[config.mk]
export PLATFORM = sky130hd
export DESIGN_NAME = sorted_deadline_timer_queue
export DESIGN_NICKNAME = d
export VERILOG_FILES = /design/src/sv/sdtq_pkg.sv /design/src/sv/sdtq_cell.sv /design/src/sv/sorted_deadline_timer_queue.sv
export SDC_FILE = /design/constraint.sdc
export NUM_CORES = 2
export LEC_CHECK = 0
export ABC_AREA = 1
export BUFFER_PORTS_ARGS = -buffer_cell sky130_fd_sc_hd__buf_2
export CAP_MARGIN = 20
export CORE_ASPECT_RATIO = 2
export CORE_MARGIN = 4
export CORE_UTILIZATION = 40
export DETAILED_ROUTE_END_ITERATION = 7
export SKIP_CTS_REPAIR_TIMING = 1
export SYNTH_ARGS = -nofsm -noshare
export SYNTH_HDL_FRONTEND = slang
export SYNTH_SLANG_ARGS = --single-unit
[constraint.sdc]
create_clock -name aclk -period 6.4 [get_ports aclk]
set_input_delay 0.32 -clock aclk [delete_from_list [all_inputs] [get_ports aclk]]
set_output_delay 0.32 -clock aclk [all_outputs]
set_load 0.05 [all_outputs]
[src/sv/sdtq_pkg.sv]
// Shared types and constants for the sorted deadline timer queue.
// No dependencies; imported by every module of the block.
`timescale 1ns / 1ps

package sdtq_pkg;

    // Field and state widths
    localparam int AMT_W  = 16;
    localparam int TAG_W  = 8;
    localparam int KIND_W = 2;
    localparam int NOW_W  = 17;   // clock plus one carry bit before wrap
    localparam int DL_W   = 18;   // signed deadline

    // Clock wrap period in ms
    localparam int WRAP_MS = 65000;

    // Result kinds
    localparam logic [KIND_W-1:0] KIND_EXPIRED = 2'd0;
    localparam logic [KIND_W-1:0] KIND_ACCEPT  = 2'd1;
    localparam logic [KIND_W-1:0] KIND_REJECT  = 2'd2;
    localparam logic [KIND_W-1:0] KIND_NONE    = 2'd3;

    // Commands broadcast to every cell
    localparam logic [1:0] OP_HOLD   = 2'd0;
    localparam logic [1:0] OP_INSERT = 2'd1;
    localparam logic [1:0] OP_WRAP   = 2'd2;
    localparam logic [1:0] OP_POP    = 2'd3;

    // One queue slot
    typedef struct packed {
        logic                    valid;
        logic signed [DL_W-1:0]  deadline;
        logic [TAG_W-1:0]        tag;
    } cell_t;

    // Control word from the sequencer to the cell row
    typedef struct packed {
        logic [1:0]              op;
        logic [NOW_W-1:0]        now;
        logic signed [DL_W-1:0]  new_deadline;
        logic [TAG_W-1:0]        new_tag;
    } ctl_t;

endpackage

[src/sv/sdtq_cell.sv]
// One slot of the sorted timer row: holds a deadline and a tag.
// Depends on sdtq_pkg; instantiated CAPACITY times by the top level.
`timescale 1ns / 1ps

module sdtq_cell (
    input  logic           aclk,
    input  logic           aresetn,
    input  sdtq_pkg::ctl_t ctl,
    input  logic           prev_ins,
    input  sdtq_pkg::cell_t prev_cell,
    input  sdtq_pkg::cell_t next_cell,
    output sdtq_pkg::cell_t slot,
    output logic           ins,
    output logic           hit
);
    import sdtq_pkg::*;

    cell_t cell_reg;
    cell_t cell_next;

    // New timer belongs at or before this slot
    assign ins = !cell_reg.valid ||
                 ($signed(cell_reg.deadline) > $signed(ctl.new_deadline));
    // Timer in this slot due at the current clock
    assign hit = cell_reg.valid &&
                 ($signed({1'b0, ctl.now}) >= $signed(cell_reg.deadline));
    assign slot = cell_reg;

    // Select next slot contents
    always_comb begin
        cell_next = cell_reg;
        case (ctl.op)
            OP_INSERT: begin
                if (ins && prev_ins) begin
                    cell_next = prev_cell;
                end else if (ins) begin
                    cell_next.valid    = 1'b1;
                    cell_next.deadline = ctl.new_deadline;
                    cell_next.tag      = ctl.new_tag;
                end
            end
            OP_WRAP: begin
                cell_next.deadline = cell_reg.deadline - DL_W'(WRAP_MS);
            end
            OP_POP: begin
                cell_next = next_cell;
            end
            default: begin
            end
        endcase
    end

    // Load the slot; only the valid bit is reset
    always_ff @(posedge aclk) begin
        cell_reg.deadline <= cell_next.deadline;
        cell_reg.tag      <= cell_next.tag;
        if (!aresetn) begin
            cell_reg.valid <= 1'b0;
        end else begin
            cell_reg.valid <= cell_next.valid;
        end
    end

endmodule

[src/sv/sorted_deadline_timer_queue.sv]
// Top level of the sorted deadline timer queue: sequencer, clock and cell row.
// Depends on sdtq_pkg and sdtq_cell.
`timescale 1ns / 1ps
//
//  Channel | Ports                                   | Word
//  --------+-----------------------------------------+------------------------
//  in      | s_valid s_ready s_action s_amount s_tag | start or tick request
//  out     | m_valid m_ready m_kind m_tag_res m_last | one result per word
//
//  A start needs no extra step: the row inserts in place and the result is
//  registered, so starts run one every cycle while results drain freely.
//  A tick runs the accept, W clock wraps (0 to 2), each applied to the whole
//  row at once, the exit from the wrap step, then one popped timer per cycle
//  from the head while the output is free.
//  Output stalls hold the sequencer; no new word is taken until the last
//  result of the current one is registered. Reset empties the queue, zeroes
//  the clock and needs no clearing pass.

module sorted_deadline_timer_queue #(
    parameter int CAPACITY = 16
) (
    input  logic                          aclk,
    input  logic                          aresetn,
    input  logic                          s_valid,
    output logic                          s_ready,
    input  logic                          s_action,
    input  logic [sdtq_pkg::AMT_W-1:0]    s_amount,
    input  logic [sdtq_pkg::TAG_W-1:0]    s_tag,
    output logic                          m_valid,
    input  logic                          m_ready,
    output logic [sdtq_pkg::KIND_W-1:0]   m_kind,
    output logic [sdtq_pkg::TAG_W-1:0]    m_tag_res,
    output logic                          m_last
);
    import sdtq_pkg::*;

    localparam logic [1:0] ST_IDLE = 2'd0;
    localparam logic [1:0] ST_WRAP = 2'd1;
    localparam logic [1:0] ST_POP  = 2'd2;

    logic [1:0]        state_reg, state_next;
    logic [NOW_W-1:0]  now_reg, now_next;
    logic              m_valid_reg, m_valid_next;
    logic [KIND_W-1:0] kind_reg, kind_next;
    logic [TAG_W-1:0]  tag_reg, tag_next;
    logic              last_reg, last_next;

    ctl_t              ctl;
    cell_t             cell_q [0:CAPACITY];
    logic              ins_q  [0:CAPACITY-1];
    logic              hit_q  [0:CAPACITY];
    logic [NOW_W-1:0]  now_sum;
    logic              accept;
    logic              out_free;
    logic              full;

    assign out_free = !m_valid_reg || m_ready;
    assign s_ready  = (state_reg == ST_IDLE) && out_free;
    assign accept   = s_valid && s_ready;
    assign now_sum  = now_reg + NOW_W'(s_amount);
    assign full     = cell_q[CAPACITY-1].valid;

    // Tie off the row ends
    assign cell_q[CAPACITY] = '0;
    assign hit_q[CAPACITY]  = 1'b0;

    // Row of slots, head at index 0
    for (genvar i = 0; i < CAPACITY; i++) begin : g_cell
        if (i == 0) begin : g_head
            sdtq_cell u_cell (
                .aclk      (aclk),
                .aresetn   (aresetn),
                .ctl       (ctl),
                .prev_ins  (1'b0),
                .prev_cell ('0),
                .next_cell (cell_q[i+1]),
                .slot      (cell_q[i]),
                .ins       (ins_q[i]),
                .hit       (hit_q[i])
            );
        end else begin : g_body
            sdtq_cell u_cell (
                .aclk      (aclk),
                .aresetn   (aresetn),
                .ctl       (ctl),
                .prev_ins  (ins_q[i-1]),
                .prev_cell (cell_q[i-1]),
                .next_cell (cell_q[i+1]),
                .slot      (cell_q[i]),
                .ins       (ins_q[i]),
                .hit       (hit_q[i])
            );
        end
    end

    // Sequence starts, wraps and pops
    always_comb begin
        state_next   = state_reg;
        now_next     = now_reg;
        m_valid_next = m_valid_reg && !m_ready;
        kind_next    = kind_reg;
        tag_next     = tag_reg;
        last_next    = last_reg;

        ctl.op           = OP_HOLD;
        ctl.now          = now_reg;
        ctl.new_deadline = $signed({1'b0, now_sum});
        ctl.new_tag      = s_tag;

        unique case (state_reg)
            ST_IDLE: begin
                if (accept) begin
                    if (s_action) begin
                        if (!full) begin
                            ctl.op = OP_INSERT;
                        end
                        m_valid_next = 1'b1;
                        kind_next    = full ? KIND_REJECT : KIND_ACCEPT;
                        tag_next     = s_tag;
                        last_next    = 1'b1;
                    end else begin
                        now_next   = now_sum;
                        state_next = ST_WRAP;
                    end
                end
            end
            ST_WRAP: begin
                if (now_reg >= NOW_W'(WRAP_MS)) begin
                    ctl.op   = OP_WRAP;
                    now_next = now_reg - NOW_W'(WRAP_MS);
                end else begin
                    state_next = ST_POP;
                end
            end
            ST_POP: begin
                if (out_free) begin
                    m_valid_next = 1'b1;
                    if (hit_q[0]) begin
                        ctl.op    = OP_POP;
                        kind_next = KIND_EXPIRED;
                        tag_next  = cell_q[0].tag;
                        last_next = !hit_q[1];
                        if (!hit_q[1]) begin
                            state_next = ST_IDLE;
                        end
                    end else begin
                        kind_next  = KIND_NONE;
                        tag_next   = '0;
                        last_next  = 1'b1;
                        state_next = ST_IDLE;
                    end
                end
            end
            default: begin
                state_next = ST_IDLE;
            end
        endcase
    end

    // Control registers
    always_ff @(posedge aclk) begin
        if (!aresetn) begin
            state_reg   <= ST_IDLE;
            now_reg     <= '0;
            m_valid_reg <= 1'b0;
        end else begin
            state_reg   <= state_next;
            now_reg     <= now_next;
            m_valid_reg <= m_valid_next;
        end
    end

    // Result word
    always_ff @(posedge aclk) begin
        kind_reg <= kind_next;
        tag_reg  <= tag_next;
        last_reg <= last_next;
    end

    assign m_valid   = m_valid_reg;
    assign m_kind    = kind_reg;
    assign m_tag_res = tag_reg;
    assign m_last    = last_reg;

endmodule

### Yosys cells after proc, flatten, opt, wreduce, memory -nomap -nowiden

Cells that the tools add are included.

* bits in registers: 463
* input bits: 29
* output and inout port bits: 13
* logic and storage cells: 332

* add/sub/neg operators: 18
* magnitude comparators: 19
* equality and inequality tests: 28
* multiplexer cells: 117
* reduce and logical (&&, ||, !) cells: 96

Operators with widths (count)
* one-hot mux 18 bit (3 select lines): 16
* two-way mux 27 bit: 31
* > comparator 18 bit: 16
* subtractor 18 x 17 -> 18 bit, second input constant: 16
* one-hot mux 8 bit (2 select lines): 17
* AND reduction 2 bit: 32
* two-way mux 17 bit: 3
* != test 3 x 1 -> 1 bit, second input constant: 15
* >= comparator 18 bit: 2
* one-hot mux 1 bit (2 select lines): 18
* one-hot mux 17 bit (2 select lines): 1
* two-way mux 8 bit: 4
* two-way mux 2 bit: 14
* logical AND 1 bit: 20
* logical NOT 1 bit: 19
* adder 17 x 16 -> 17 bit: 1
* >= comparator 17 x 16 -> 1 bit, second input constant: 1
* logical OR 1 bit: 17
* subtractor 17 x 16 -> 17 bit, second input constant: 1
* != test 2 bit, second input constant: 6
* one-hot mux 2 bit (3 select lines): 2
* two-way mux 1 bit: 10
* AND reduction 4 bit: 2
* equality test 2 bit, second input constant: 3
* other kinds (8): 11

### Depth between registers and ports, before layout

* depth in word-level cells: 9
* mapped depth: 30
* mapped depth without buffers: 28

### Hierarchy

A second synthesis with hierarchy kept.

* cells, all modules: 7765
* area total of the unflattened synthesis: 52937.0 sq um

By module, submodules not included
* sdtq_cell: instances 16, cells an instance 456, area an instance 3125.5 sq um, seq. area each 800.8 sq um
* sorted_deadline_timer_queue: instances 1, cells an instance 469, area an instance 2929.1 sq um, seq. area each 730.7 sq um

### Least setup slack after synthesis

OpenSTA, ideal clock, no wires.

* kind: register -> register
* start: register now_reg[0]
* end: register g_cell[14].g_body.u_cell.cell_reg, in the netlist g_cell[14].g_body.u_cell.slot[11] (enable)
* library setup time: 410 ps
* data arrival time: 4524 ps
* data required time: 5990 ps
* slack: 1466 ps
* stages on the path, launching flop included: 25
* path buffers: 1
* clock period less this slack: 4934 ps
* path through: dfxtp_1 > ha_1 > inv_1 > fa_1 > nand3b_1 > nand2_1 > nand3_2 > nand3_2 > nand2_2 > nand2_1 > a21oi_1 > nor2_1 > o21ai_1 > nand2_1 > xor2_1 > buf_2 > ha_1 > nand2_1 > nor2_1 > and3_1 > nand3_1 > nand2_1 > inv_1 > nand2_2 > a21boi_0

* word-level cells in the longest chain between the ends: 8
* elaborated cells between the ends (all ways): 19
* classes of those cells: 1 x add/sub; 4 x order compare; 4 x eq/ne; 4 x mux; 6 x reduce/logical

Ends and longest elaborated chain
* start: declaration: RTL line sorted_deadline_timer_queue.sv:42 `logic [NOW_W-1:0] now_reg, now_next;`
* start signal: assignment: RTL line sorted_deadline_timer_queue.sv:168 `now_reg <= now_next;`
* parallel branches: the longest is 7 deep, another holds > comparator 18 bit
* AND reduction 2 bit (no source line) (*)
* end: declaration: RTL line sdtq_cell.sv:18 `cell_t cell_reg;`

Every way passes the cells marked *.
A chain may end at the register's enable or synchronous reset.

==> results.md <==
- Max Buffers Root-to-Sink: 3
- IO buf count: 41
- Hold crit path type: in -> reg
- FF-to-FF path depth: 23
- Sequential element share of the synthesized area: 35.1%
- Post-synth cell types: 52
- Leak: 0.0199 uW
- Die width: 228 um
- Fin crit period: 5.52 ns
- Startpoint type of the worst setup path: register
- Pwr Density: 259 nW/um^2
- Number of global-route vias before repair: 36271
- Final setup viols: 0
- Worst Hold Depth: 4
- First-pass GRT wire length: 212 mm
- Detailed placement HPWL: 103 mm
- Vias: 36662
- Gate power share: 33.8%
- Req. time, crit path: 6.88 ns
- Largest net degree at the start of global routing: 174
- Final ANT Viol Nets: 0
- RePlAce Congestion: 0.961
- TritonRoute pass-1 iters: 6
- Clock Sinks: 463
- Die area: 102000 um^2
- Final period utilization: 86.3%
- Main synth FF type: edfxtp_1
- CP Data Arrival Time: 6.00 ns
- Core area: 95500 um^2
- Vias per std cell: 5.66
- Die span in y: 447 um
- # nets final: 5554
- FP Rows: 160
- Routed WL per cell: 21.8 um
- H-tree Lvls: 2
- Pins Over Slew Limit: 0
- Sw Share: 38.0%
- FILL cells: 9664
- Gr usage total: 27.1%
- Crit path max fanout: 26
- TritonCTS clock tree: done
- DR iter-0 viols: 2886
- Top cells by area, synth: edfxtp_1 33%, nand2_1 14%, nand3_1 11%, ha_1 10%, inv_1 6.3%
- RSZ-0062 raised after global routing: no
- Synth cell count leaders: 1484 x nand2_1, 876 x nand3_1, 645 x inv_1, 427 x edfxtp_1, 307 x ha_1
- Most numerous cell in the Yosys netlist: nand2_1
- Mapped Cells: 5294
- Ys Warns: 0
- CTS Buf Count: 47
- Layout cells sized above 1: 6.47%
- Avg Cell Area, Syn: 7.29 um^2
- Fin Setup TNS: 0 ns
- Fmax: 0.181 GHz
- Switch Pwr: 4110 uW
- Final Hold Fails: 0
- Largest area contributor in the netlist: edfxtp_1
- CTS clk-pin slew, worst paths: 0.07 ns
- Initial antenna violation count: 1
- Grt ovf: 0
- Ports: 42
- Syn Nets: 5631
- Slew headroom: 26.2%
- Peak VDD IR: 226 uV
- Synthesized cell area: 38600 um^2
- Final Skew: 0.0315 ns
- Hold Slack: 0.0641 ns
- CTS Root Cell: clkbuf_16
- Layout area overhead: 8.27%
- Max Cap Viol: 0
- Post-synth EDFFs: 427
- Starting Density: 40.4%
- Worst skew pair latency: 0.62 ns
- CP Capture Type: register
- Ys async rst share: 0%
- Pint: 6720 uW
- FF+latch count, synth: 463
- Tightest Pin Transition: 1.11 ns
- Seq pwr share: 37.1%
- Outcome: complete, no violations
- Yosys top cell area share: 33.2%
- Remaining routing DRC violations: 0
- Clock network fraction of total power: 29.0%
- Pwr Total: 10800 uW
- Critical path class: reg -> reg
- Largest register FFs: 405
- Total Routed Length: 141 mm
==> layout make-up <==
type	count	area (um^2)	area share, %
antenna	2	5.00	0.0120
clock buffer	64	1370	3.29
clock inverter	23	308	0.737
inverter	659	2490	5.97
multi-input combinational	3908	21400	51.1
sequential	463	13500	32.4
tap	1215	1520	3.64
timing repair buffer	138	1170	2.80
==> stage by stage <==
stage | util [%] | cells | setup WS [ns] | instance area, um^2
finish | 43.7 | 6472 | 0.877 | 41800
global route | 43.7 | 6471 | 0.630 | 41800
CTS | 43.7 | 6469 | 1.05 | 41800
detailed placement | 42.0 | 6382 | 1.09 | 40100
global placement | 42.0 | 6382 | 1.06 | 40100
floorplan | - | 5294 | 1.47 | 38600
==> layout by cell type (no fill, tap or decap), types with 13 or more instances in the layout <==
cell and n:
buf_12 19, or2_2 42, nand2_1 1481, o221ai_1 13, a32oi_1 99, nand3_1 876
xor2_1 88, edfxtp_1 427, o21ai_1 32, nand3b_1 13, a21oi_1 226, nand2_4 31
buf_4 78, o21ai_0 135, nor3_1 25, inv_1 643, nor2_1 300, and3_1 14
dfxtp_1 36, clkbuf_16 49, nand4_1 43, ha_1 307, nor4_1 14, o22ai_1 13
a22oi_1 44, buf_2 41, nand2_2 15
==> layer usage <==
| metal | GRT usage, % | routed length (um) |
|---|---|---|
| met1 | 28.7 | 49400 |
| met2 | 48.9 | 71900 |
| met3 | 2.18 | 6400 |
| met4 | 20.9 | 13200 |
| met5 | 0 | 0 |
==> critical path: stages, from the launching register on <==
cell	delay (ns)
dfxtp_1	0.58
ha_1	0.41
nand2_1	0.09
nand2_1	0.06
nand2_1	0.12
nand3_1	0.14
a31oi_1	0.38
xor2_4	0.15
buf_4	0.25
ha_1	0.36
nand3_1	0.16
nor3_1	0.49
o21ai_0	0.39
o2111ai_1	0.31
nand2_1	0.09
nand2_1	0.10
nand2_1	0.06
nand2_1	0.09
nand2_2	0.08
nand2_4	0.33
nand2_4	0.33
nand2_1	0.14
nand3_1	0.08
nand2_1	0.11
==> path summary, 6_finish.rpt <==
kind	slack, ns	start	end
worst max-delay path	0.88	now_reg[4]$_SDFFE_PN0P_	g_cell[3].g_body.u_cell.slot[13]$_DFFE_PP_
worst min-delay path	0.06	s_action	now_reg[2]$_SDFFE_PN0P_
worst max register to register	0.88	now_reg[4]$_SDFFE_PN0P_	g_cell[3].g_body.u_cell.slot[13]$_DFFE_PP_
worst min register to register	0.52	g_cell[15].g_body.u_cell.slot[6]$_SDFFCE_PN0P_	g_cell[14].g_body.u_cell.slot[6]$_DFFE_PP_
==> kinds of logic (layout without fill, tap and decap cells) <==
| group | count (synthesis) | after routing | synth area share (%) |
|---|---|---|---|
| AND/OR/NAND/NOR | 2870 | 2870 | 32.6 |
| buffers and inverters | 923 | 884 | 9.96 |
| AO/OA/AOI/OAI | 631 | 631 | 10.1 |
| flip-flops | 463 | 463 | 35.1 |
| adder cells (fa/ha/maj) | 308 | 308 | 10.0 |
| XOR/XNOR | 99 | 99 | 2.25 |
| other | 0 | 2 | 0 |
==> power by group through the flow <==
stage	sequential, uW	combinational (uW)	clock [uW]
after floorplan	3980	2530	0
after global placement	4080	3550	0
after detailed placement	4080	3620	0
after CTS	4020	3640	3190
after global routing	4050	4130	3290
final	4020	3670	3150
(Power assumes the default switching activity.)
